## src/rtl/bat_ram.sv

```systemverilog
`timescale 1ns / 1ps
// ----------------------------------------------------------------------------
// bat_ram: generic simple dual-port RAM
// One write port and one read port; read data is registered on read enable.
// ----------------------------------------------------------------------------
module bat_ram #(
    parameter int WIDTH = 8,
    parameter int DEPTH = 16
) (
    input  logic                     clk,
    input  logic                     we,
    input  logic [$clog2(DEPTH)-1:0] waddr,
    input  logic [WIDTH-1:0]         wdata,
    input  logic                     re,
    input  logic [$clog2(DEPTH)-1:0] raddr,
    output logic [WIDTH-1:0]         rdata
);

    logic [WIDTH-1:0] mem [DEPTH];

    always_ff @(posedge clk)
    begin
        if (we)
        begin
            mem[waddr] <= wdata;
        end
        if (re)
        begin
            rdata <= mem[raddr];
        end
    end

endmodule

```

## config.mk

```make
export PLATFORM = sky130hd
export DESIGN_NAME = bat_ram
export DESIGN_NICKNAME = d
export VERILOG_FILES = /design/src/rtl/bat_ram.sv
export SDC_FILE = /design/constraint.sdc
export NUM_CORES = 1
export LEC_CHECK = 0
export ABC_AREA = 1
export BUFFER_PORTS_ARGS = -buffer_cell sky130_fd_sc_hd__buf_4
export CORE_MARGIN = 8
export CORE_UTILIZATION = 38
export CTS_CLUSTER_DIAMETER = 150
export DETAILED_ROUTE_END_ITERATION = 12
export HOLD_SLACK_MARGIN = 0.03
export PLACE_DENSITY = 0.59
export SYNTH_ARGS = -nofsm -noshare
export SYNTH_HDL_FRONTEND = slang
export SYNTH_SLANG_ARGS = --single-unit
export TNS_END_PERCENT = 50
```

## constraint.sdc

```tcl
create_clock -name clk -period 3.45 [get_ports clk]
set_clock_uncertainty 0.15 [all_clocks]
set_input_delay 0.1725 -clock clk [delete_from_list [all_inputs] [get_ports clk]]
set_output_delay 0.1725 -clock clk [all_outputs]
set_load 0.005 [all_outputs]
```

# Word-level counts from Yosys, hierarchy flattened
# Memories as Yosys holds them, arrays and structs flattened. A register that Yosys moved wholly into a read port is not among the register bits.
# Cells that the tools add are included.
[classes]
n_mux = 2
[ops]
columns = ["cell", "n"]
rows = [
  ["$mux W1", 2],
]
[word_totals]
ff_bits = 0
ram_bits = 128
input_bits = 19
out_inout_bits = 8
elab_cells = 3
memories = 1
[mem_list]
columns = ["memory", "depth", "word_bits", "read_ports", "rd_clocked_by_memory_dff", "write_ports", "line_no", "source"]
rows = [
  ["mem", 16, 8, 1, 1, 1, "19", "logic [WIDTH-1:0] mem [DEPTH];"],
]

# Longest topological paths before layout
# Gate-level depths: netlist of the first run.
[logic_depth]
ltp_word = 2
depth_mapped = 8

# Worst setup path after synthesis of the first run
# Ideal clock, no wire load.
[synth_path]
kind = "input to register"
from = "input port waddr[2]"
to = "memory mem[10][0] (enable)"
setup_ps = 370
t_arrival_ps = 753
t_required_ps = 2930
slack_ps = 2177
path_stages = 2
path_buffers = 0
path_cell_list = "nand3b_1 -> nor2_1"
[synth_rtl]
columns = ["item", "line_no", "source"]
rows = [
  ["from (decl)", "12", "input logic [$clog2(DEPTH)-1:0] waddr,"],
  ["to (decl)", "19", ""],
]
# Straight into the memory's write port.

==> impl_metrics.py, run 1 <==
metrics = {
    "status": {
        "status": "completed",
    },
    "floorplanning": {
        "start_util_pct": 38.6,
        "die_h_um": 140,
        "die_w_um": 140,
        "die_area_um2": 19600,
        "core_um2": 15100,
        "num_rows": 45,
        "num_io_pins": 27,
    },
    "timing": {
        "fmax_ghz": 0.484,
        "worst_slew_pin_slew_ns": 1.11,
        "period_needed_ns": 2.07,
        "setup_violations": 0,
        "hold_viol_final": 0,
        "grt_setup_unrepaired": "no",
        "slew_headroom_pct": 26.2,
        "finalSetupTns_ns": 0,
        "fin_crit_sh_pct": 59.9,
        "slew_violations": 0,
    },
    "global_routing": {
        "gr-usage-all-layers_pct": 14.7,
        "antenna_found_initial": 0,
        "grt_max_degree": 66,
        "first_global_vias": 3781,
        "grt_overflow": 0,
        "grt_pass1_wl_mm": 21.8,
    },
    "yosys": {
        "synth_top_area_share_pct": 69.8,
        "synth_top_area_cell": "edfxtp_1",
        "yosys_register_bits": 136,
        "yosysWarnings": 0,
        "yosysUniqueCellTypes": 11,
        "syn_inst": 551,
        "synth_area_um2": 5850,
        "syn_nets": 570,
        "synth_area_leaders": "edfxtp_1 (70%), nand2_1 (11%), nand3_1 (8.3%)",
        "ys_seq_area_share_pct": 69.8,
        "synth_area_per_cell_um2": 10.6,
    },
    "detailed_routing": {
        "first_pass_iters": 5,
        "drcViolationCount": 0,
        "wl_per_cell_um": 17.5,
        "postRouteAntennaNets": 0,
        "drtIter0Drc": 401,
        "drt_wl_total_mm": 13.7,
        "dr_total_vias": 3807,
        "via_per_inst": 4.86,
    },
    "place": {
        "dp_hpwl_mm": 8.21,
        "routabilityCongestion": 0.757,
        "io_buffers": 26,
    },
    "clock_tree": {
        "clockRootBuffer": "clkbuf_16",
        "post_cts_buffers": 0,
        "cts_buffer_depth": 2,
        "path_clk_slew_ns": 0.06,
        "cts-buffers-inserted": 17,
        "post_cts_resized": 0,
        "cts_tree": "built",
        "clock-sinks": 136,
        "clk_latency_ns": 0.41,
        "htree_num_levels": 4,
        "hold_buffers": 10,
    },
    "finish": {
        "layout-drive-gt1-share_pct": 8.74,
        "fillCellCount": 1402,
        "final_nets": 601,
        "diodes": 0,
        "area_growth_syn_to_layout_pct": 16.8,
    },
    "worst_setup_path": {
        "critPathArrivalTime_ns": 2.07,
        "crit_path_end_kind": "register",
        "rr_worst_depth": 6,
        "endpoint": "rdata[4]$_DFFE_PP_",
        "cp_max_fo": 65,
        "rr_startpoint": "mem[4][4]$_DFFE_PP_",
        "required_ns": 3.45,
        "cp-start-kind": "primary input",
        "r2r_setup_slack_ns": 2.11,
        "rr_endpoint": "rdata[4]$_DFFE_PP_",
        "crit_start": "raddr[0]",
        "path_class": "primary input to register",
    },
    "flow_run": {
        "max_cap_viol_count": 0,
    },
    "power": {
        "p_per_area_nw_per_um2": 586,
        "total_power_uw": 4000,
        "cellLeakagePower_uw": 0.00289,
        "vdd_drop_max_v": 0.000374,
    },
    "worst_hold_path": {
        "min_path_type": "primary input to register",
    },
}
cells in the final DEF (no fill, tap or decap):
cell and instances:
buf_4 26, bufinv_16 5, clkbuf_1 2, clkbuf_16 17
clkinv_1 6, clkinv_2 2, dlygate4sd3_1 10, edfxtp_1 136
inv_1 100, inv_2 2, nand2_1 173, nand3_1 97
nand3b_1 2, nor2_1 17
power breakdown:
| part | switching (uW) | internal, uW | total, uW |
|---|---|---|---|
| combinational | 160 | 73.5 | 234 |
| clock | 630 | 1260 | 1890 |
| sequential | 10.6 | 1860 | 1870 |
cell families (layout without fill, tap and decap cells):
logic type / count (synthesis) / count (layout) / synth area share, %
AND/OR/NAND/NOR: 289 / 289 / 20.8
flip-flops: 136 / 136 / 69.8
buffers and inverters: 126 / 170 / 9.39
sequential cells by signal (all words and copies together) (netlist names):
signal	cells
mem	128
rdata	8
synth_stat cells:
library cell	count
buf_2	13
nand3_1	97
nand3b_1	2
buf_1	1
inv_1	100
buf_4	4
edfxtp_1	136
nand2_1	173
inv_2	2
buf_6	6
nor2_1	17
critical path: stages:
cell and delay [ns]:
buf_4 0.56, inv_2 0.63, nand2_1 0.21, nand2_1 0.07
nand2_1 0.06, nand3_1 0.08, nand3_1 0.12, nand2_1 0.10
routing by layer:
metal	up-vias	GRT usage [%]	part of all wire, %
li1	1844	-	-
met2	126	23.0	47
met5	-	0	0
met3	12	3.26	6.4
met1	1825	19.7	46
met4	0	5.09	1.0
worst min-delay path by stage:
stage	from	endpoint	slack, ns	depth (start not counted)
after detailed placement	re	rdata[0]$_DFFE_PP_	0.33	1
final	raddr[2]	rdata[2]$_DFFE_PP_	0.14	4
after floorplan	wdata[0]	mem[0][0]$_DFFE_PP_	0.12	0
after global routing	raddr[2]	rdata[5]$_DFFE_PP_	0.15	4
after CTS	raddr[2]	rdata[5]$_DFFE_PP_	0.12	4
after global placement	re	rdata[0]$_DFFE_PP_	0.33	1
final cells by class:
| cell class | instances | area, um2 | share of cell area, % |
|---|---|---|---|
| inverter | 102 | 383 | 5.61 |
| tap | 188 | 235 | 3.45 |
| clock inverter | 13 | 183 | 2.68 |
| multi-input combinational | 289 | 1210 | 17.8 |
| clock buffer | 19 | 433 | 6.34 |
| sequential | 136 | 4080 | 59.8 |
| timing repair buffer | 36 | 295 | 4.33 |
stage by stage:
stage,utilization [%],area [um2],setup WS [ns],std cells,hold slack [ns]
5_1_grt,45.1,6830,1.20,783,0.147
3_5_place_dp,40.3,6110,0.963,741,0.331
6_report,45.1,6830,1.38,783,0.136
3_3_place_gp,40.3,6110,1.01,741,0.331
2_1_floorplan,-,5850,2.18,551,0.121
4_1_cts,45.1,6830,1.37,783,0.123
Note: power is estimated with default switching activity, not from simulation.
==> run 2, diff against run 1 <==
- PLACE_DENSITY: 0.59 -> 0.61
- clock period: 3.45 -> 1.7 ns (I/O delays scaled with it)
==> run 2 against run 1 <==
  * Flip-flop and latch count unchanged
  * Via count up 1.9%
  * Worst hold slack got worse by 0.0016 ns
  * Worst setup slack lost 1.0 ns
  * Non-clock buffer count grew 25
  * Register-to-register slack worse by 1.7 ns
  * First-iteration DRC count down 8.0%
  * Clock-buffer cell count rose by 2
  * Critical path depth fell by 2
  * Global-route usage is 0.45 points lower
  * Largest power group is now registers
==> impl_metrics.py, run 2 (synthesis results as in run 1) <==
metrics = {
    "status": {
        "status": "completed",
    },
    "finish": {
        "utilization_pct": 45.9,
        "regMostFlops": "mem",
        "regArea_um2": 4080,
        "largest_reg_flops": 128,
        "diodes": 0,
        "area_growth_syn_to_layout_pct": 19.0,
        "final_nets": 626,
        "fillCellCount": 1354,
        "layout_common_cells": "nand2_1 (173), edfxtp_1 (136), inv_1 (100), nand3_1 (97), buf_4 (48)",
        "multiInputGateArea_um2": 1210,
        "layout-drive-gt1-share_pct": 12.7,
        "largestRegisters": "mem: 128 flops, rdata: 8 flops",
        "mostFrequentLayoutCell": "nand2_1",
    },
    "power": {
        "vdd_drop_max_v": 0.000748,
        "power.share.switching_pct": 21.5,
        "cellLeakagePower_uw": 0.00299,
        "power.switching_uw": 1630,
        "seqPwrFrac_pct": 50.2,
        "clockPowerShare_pct": 43.1,
        "p_comb_share_pct": 6.6,
        "p_per_area_nw_per_um2": 1090,
        "p_int_uw": 5930,
    },
    "worst_setup_path": {
        "crit_start": "mem[1][3]$_DFFE_PP_",
        "rr_startpoint": "mem[1][3]$_DFFE_PP_",
        "slowest_delay_ns": 0.38,
        "r2r_setup_slack_ns": 0.38,
        "required_ns": 1.72,
        "rr_endpoint": "rdata[3]$_DFFE_PP_",
        "cp-start-kind": "register",
        "cp_max_fo": 1,
        "rr_worst_depth": 6,
        "crit_path_end_kind": "register",
        "path_class": "register to register",
        "critPathArrivalTime_ns": 1.34,
        "crit_top_cell": "nand3_1",
        "crit_chain": "inv_1, nand2_1, nand3_1, nand3_1, nand3_1, nand2_1",
        "cp_slowest_cell": "edfxtp_1",
    },
    "clock_tree": {
        "cts_buffer_depth": 2,
        "post_cts_buffers": 0,
        "cts_tree": "built",
        "clk_latency_ns": 0.42,
        "clockRootBuffer": "clkbuf_16",
        "post_cts_resized": 0,
        "htree_num_levels": 4,
        "clock-sinks": 136,
        "path_clk_slew_ns": 0.05,
        "cts-buffers-inserted": 17,
    },
    "floorplanning": {
        "die_area_um2": 19600,
        "num_rows": 45,
        "die_h_um": 140,
        "num_io_pins": 27,
        "die_w_um": 140,
        "start_util_pct": 38.6,
        "core_um2": 15100,
    },
    "detailed_routing": {
        "first_pass_iters": 5,
        "drcViolationCount": 0,
        "postRouteAntennaNets": 0,
        "drt_wl_total_mm": 13.3,
        "wl_per_cell_um": 16.4,
        "via_per_inst": 4.80,
        "dr_total_vias": 3879,
        "drtIter0Drc": 369,
    },
    "global_routing": {
        "grt_use_met3_pct": 2.96,
        "use_met2_pct": 22.9,
        "grt_max_degree": 65,
        "busiest_layer": "met2",
        "met1_usage_pct": 18.3,
        "grt_pass1_wl_mm": 20.9,
        "first_global_vias": 3808,
        "grt_overflow": 0,
        "gr-usage-all-layers_pct": 14.2,
        "antenna_found_initial": 0,
    },
    "worst_hold_path": {
        "hold_path_end": "mem[1][3]$_DFFE_PP_",
        "hp-start": "we",
        "min_path_type": "primary input to register",
        "hold_depth": 4,
    },
    "timing": {
        "setup_violations": 0,
        "slew_violations": 0,
        "period_needed_ns": 1.32,
        "grt_setup_unrepaired": "no",
        "slew_headroom_pct": 69.2,
        "fmax_ghz": 0.755,
        "finalSetupTns_ns": 0,
        "hold_viol_final": 0,
        "fin_crit_sh_pct": 77.9,
        "worst_slew_pin_slew_ns": 0.462,
    },
    "place": {
        "dp_hpwl_mm": 8.32,
        "io_buffers": 26,
        "routabilityCongestion": 0.791,
    },
    "flow_run": {
        "max_cap_viol_count": 0,
    },
}
==> run 2: changes by cell type in the layout (fill, tap and decap cells not counted), sizes merged <==
cell      previous run  this run
buf                 26        51
clkinvlp             0         2
clkbuf              19        21
bufinv               5         1
==> run 2: layout make-up <==
| type | count | share of cell area, % |
|---|---|---|
| Sequential cell | 136 | 58.7 |
| Multi-Input combinational cell | 289 | 17.4 |
| Timing Repair Buffer | 61 | 7.48 |
| Clock buffer | 21 | 6.33 |
| Inverter | 102 | 5.50 |
| Tap cell | 188 | 3.38 |
| Clock inverter | 11 | 1.19 |
==> run 2: power by group through the flow <==
stage | Sequential [uW] | Combinational [uW] | Clock [uW]
finish | 3800 | 500 | 3260
global route | 3810 | 554 | 3440
floorplan | 3870 | 265 | 0
CTS | 3800 | 504 | 3300
global placement | 3870 | 477 | 0
detailed placement | 3870 | 483 | 0
==> run 2: timing repair <==
action / CTS / global route
hold buffers: 10 / 0
setup endpoints to repair: 0 / 0
endpoints found under the hold margin: 144 / 0
==> run 2: worst max-delay path by stage <==
stage                           end  depth (start not counted)
2_1_floorplan  mem[10][0]$_DFFE_PP_                          2
3_3_place_gp     rdata[5]$_DFFE_PP_                          8
3_5_place_dp     rdata[5]$_DFFE_PP_                          8
4_1_cts          rdata[3]$_DFFE_PP_                          6
5_1_grt          rdata[5]$_DFFE_PP_                          6
6_report         rdata[3]$_DFFE_PP_                          6
==> run 2: layer usage <==
layer / vias up / routed length [um]
met5: - / 0
met4: 0 / 190
met3: 18 / 675
met2: 117 / 6360
met1: 1852 / 6030
li1: 1892 / -
==> run 2: worst max-delay path, delay by kind of cell, from the launching register on <==
kind	cells	cell delay, ns
buf+inv	1	0.07
flops	1	0.38
simple gates	5	0.49
==> run 2: stage by stage <==
stage	cell area (um2)	hold slack (ns)	total power [uW]	cells	setup slack [ns]
6_report	6960	0.134	7560	808	0.375
3_5_place_dp	6340	0.254	4350	766	0.169
5_1_grt	6960	0.176	7800	808	0.310
4_1_cts	6960	0.130	7610	808	0.406
3_3_place_gp	6340	0.253	4340	766	0.163
2_1_floorplan	5850	0.0339	4130	551	0.514
==> run 3, diff against run 2 <==
- PLACE_DENSITY: 0.61 -> 0.59
- clock period: 1.7 -> 1.4 ns (I/O delays scaled with it)
==> run 3 against run 2 <==
  * Combinational power increased by 22%
  * Highest routed layer unchanged
  * Worst setup slack got worse by 0.30 ns
  * First-iteration DRC count increased by 9.5%
  * Final cell count unchanged
  * Critical endpoint is now rdata[7]$_DFFE_PP_
  * Fmax decreased by 0.27%
  * Power increased by 33%
==> impl_metrics.py, run 3 (synthesis results as in run 1) <==
metrics = {
    "status": {
        "status": "completed",
    },
    "floorplanning": {
        "core_um2": 15100,
        "start_util_pct": 38.6,
        "num_rows": 45,
        "num_io_pins": 27,
        "die_area_um2": 19600,
        "die_h_um": 140,
        "die_w_um": 140,
    },
    "worst_setup_path": {
        "required_ns": 1.42,
        "critical_path.top_delay_family": "simple AND/OR/NAND/NOR gates",
        "crit_chain": "inv_1, nand2_1, nand3_1, nand3_1, nand3_2, nand2_1",
        "path_buf_inv": 1,
        "cp_slowest_cell": "edfxtp_1",
        "cp-start-kind": "register",
        "critPathArrivalTime_ns": 1.34,
        "path_class": "register to register",
        "cp_max_fo": 1,
        "slowest_delay_ns": 0.37,
        "crit_path_end_kind": "register",
    },
    "finish": {
        "utilization_pct": 46.8,
        "final_nets": 626,
        "diodes": 0,
        "layout_common_cells": "nand2_1 (173), edfxtp_1 (136), inv_1 (100), nand3_1 (96), buf_4 (48)",
        "regMostFlops": "mem",
        "largest_reg_flops": 128,
        "mostFrequentLayoutCell": "nand2_1",
        "layout-drive-gt1-share_pct": 13.5,
        "largestRegisters": "mem: 128 flops, rdata: 8 flops",
        "final-instance-count-excl-fill": 808,
        "area_growth_syn_to_layout_pct": 21.2,
    },
    "power": {
        "cellLeakagePower_uw": 0.00304,
        "power.share.switching_pct": 21.0,
        "p_comb_share_pct": 6.1,
        "p_per_area_nw_per_um2": 1420,
        "clockPowerShare_pct": 48.2,
        "p_int_uw": 7970,
        "power.switching_uw": 2120,
        "seqPwrFrac_pct": 45.7,
        "total_power_uw": 10100,
        "vdd_drop_max_v": 0.00111,
    },
    "worst_hold_path": {
        "min_path_type": "primary input to register",
    },
    "clock_tree": {
        "clock-sinks": 136,
        "post_cts_buffers": 0,
        "clk_latency_ns": 0.41,
        "cts_buffer_depth": 2,
        "htree_num_levels": 4,
        "path_clk_slew_ns": 0.06,
        "cts_tree": "built",
        "cts-buffers-inserted": 17,
        "clockRootBuffer": "clkbuf_16",
    },
    "global_routing": {
        "grt_overflow": 0,
        "gr-usage-all-layers_pct": 14.5,
        "antenna_found_initial": 0,
        "grt_max_degree": 38,
        "first_global_vias": 3859,
        "grt_pass1_wl_mm": 21.5,
    },
    "detailed_routing": {
        "wl_per_cell_um": 16.9,
        "postRouteAntennaNets": 0,
        "drtIter0Drc": 404,
        "via_per_inst": 4.82,
        "drt_wl_total_mm": 13.7,
        "wl_met1_mm": 6.28,
        "top_layer": "met4",
        "dr_total_vias": 3894,
        "wl_met3_um": 840,
        "met2_length_mm": 6.30,
        "drcViolationCount": 0,
        "first_pass_iters": 5,
    },
    "timing": {
        "slew_violations": 0,
        "slew_headroom_pct": 59.4,
        "worst_slew_pin_slew_ns": 0.608,
        "period_needed_ns": 1.33,
        "fmax_ghz": 0.753,
        "fin_crit_sh_pct": 94.9,
        "holdWs_ns": 0.108,
        "grt_setup_unrepaired": "no",
        "hold_viol_final": 0,
        "setup_violations": 0,
    },
    "place": {
        "io_buffers": 26,
        "routabilityCongestion": 0.800,
        "dp_cells": 766,
        "dp_hpwl_mm": 8.63,
    },
    "flow_run": {
        "max_cap_viol_count": 0,
    },
}
==> run 3: cell type report <==
class,instances,area [um2]
multi-input cells,289,1220
fillers,1358,8060
inverters,102,383
well taps,188,235
clock buffers,17,425
repair buffers,61,520
clock inverters,15,223
flip-flops and latches,136,4080
==> run 3: path summary, 6_finish.rpt <==
kind                            cells past startpoint            startpoint  slack, ns            endpoint
worst max-delay path                                6   mem[3][7]$_DFFE_PP_       0.07  rdata[7]$_DFFE_PP_
worst min register to register                      6  mem[12][5]$_DFFE_PP_       0.61  rdata[5]$_DFFE_PP_
worst min-delay path                                6              raddr[2]       0.11  rdata[3]$_DFFE_PP_
worst max register to register                      6   mem[3][7]$_DFFE_PP_       0.07  rdata[7]$_DFFE_PP_
==> run 3: through the flow <==
stage,TNS [ns],instance area (um2),setup slack (ns)
4_1_cts,0,7080,0.0356
3_3_place_gp,-0.0424,6340,-0.0168
3_5_place_dp,-0.211,6340,-0.0600
6_report,0,7090,0.0716
5_1_grt,0,7090,0.0210
2_1_floorplan,0,5850,0.229
==> run 3: timing repair <==
item | 4_1_cts | 5_1_grt
gates resized for setup | 0 | 1
hold buffers | 10 | 0
setup endpoints to repair | 0 | 1
hold endpoints to repair | 144 | 0
==> run 3: power groups by stage <==
stage	clock, uW	sequential, uW	combinational, uW
2_1_floorplan	0	4690	322
3_3_place_gp	0	4700	580
3_5_place_dp	0	4700	589
4_1_cts	4960	4610	615
5_1_grt	5110	4620	682
6_report	4870	4610	612
==> run 3: worst register-to-register path: cells and delay by family (launching register included) <==
kind,cells,cell delay [ns]
buf+inv,1,0.07
flops,1,0.37
simple gates,5,0.50
==> run 3: layer usage <==
layer	up-vias	GRT usage, %
met4	0	5.49
li1	1890	-
met1	1836	19.5
met3	16	3.64
met2	152	22.1
met5	-	0
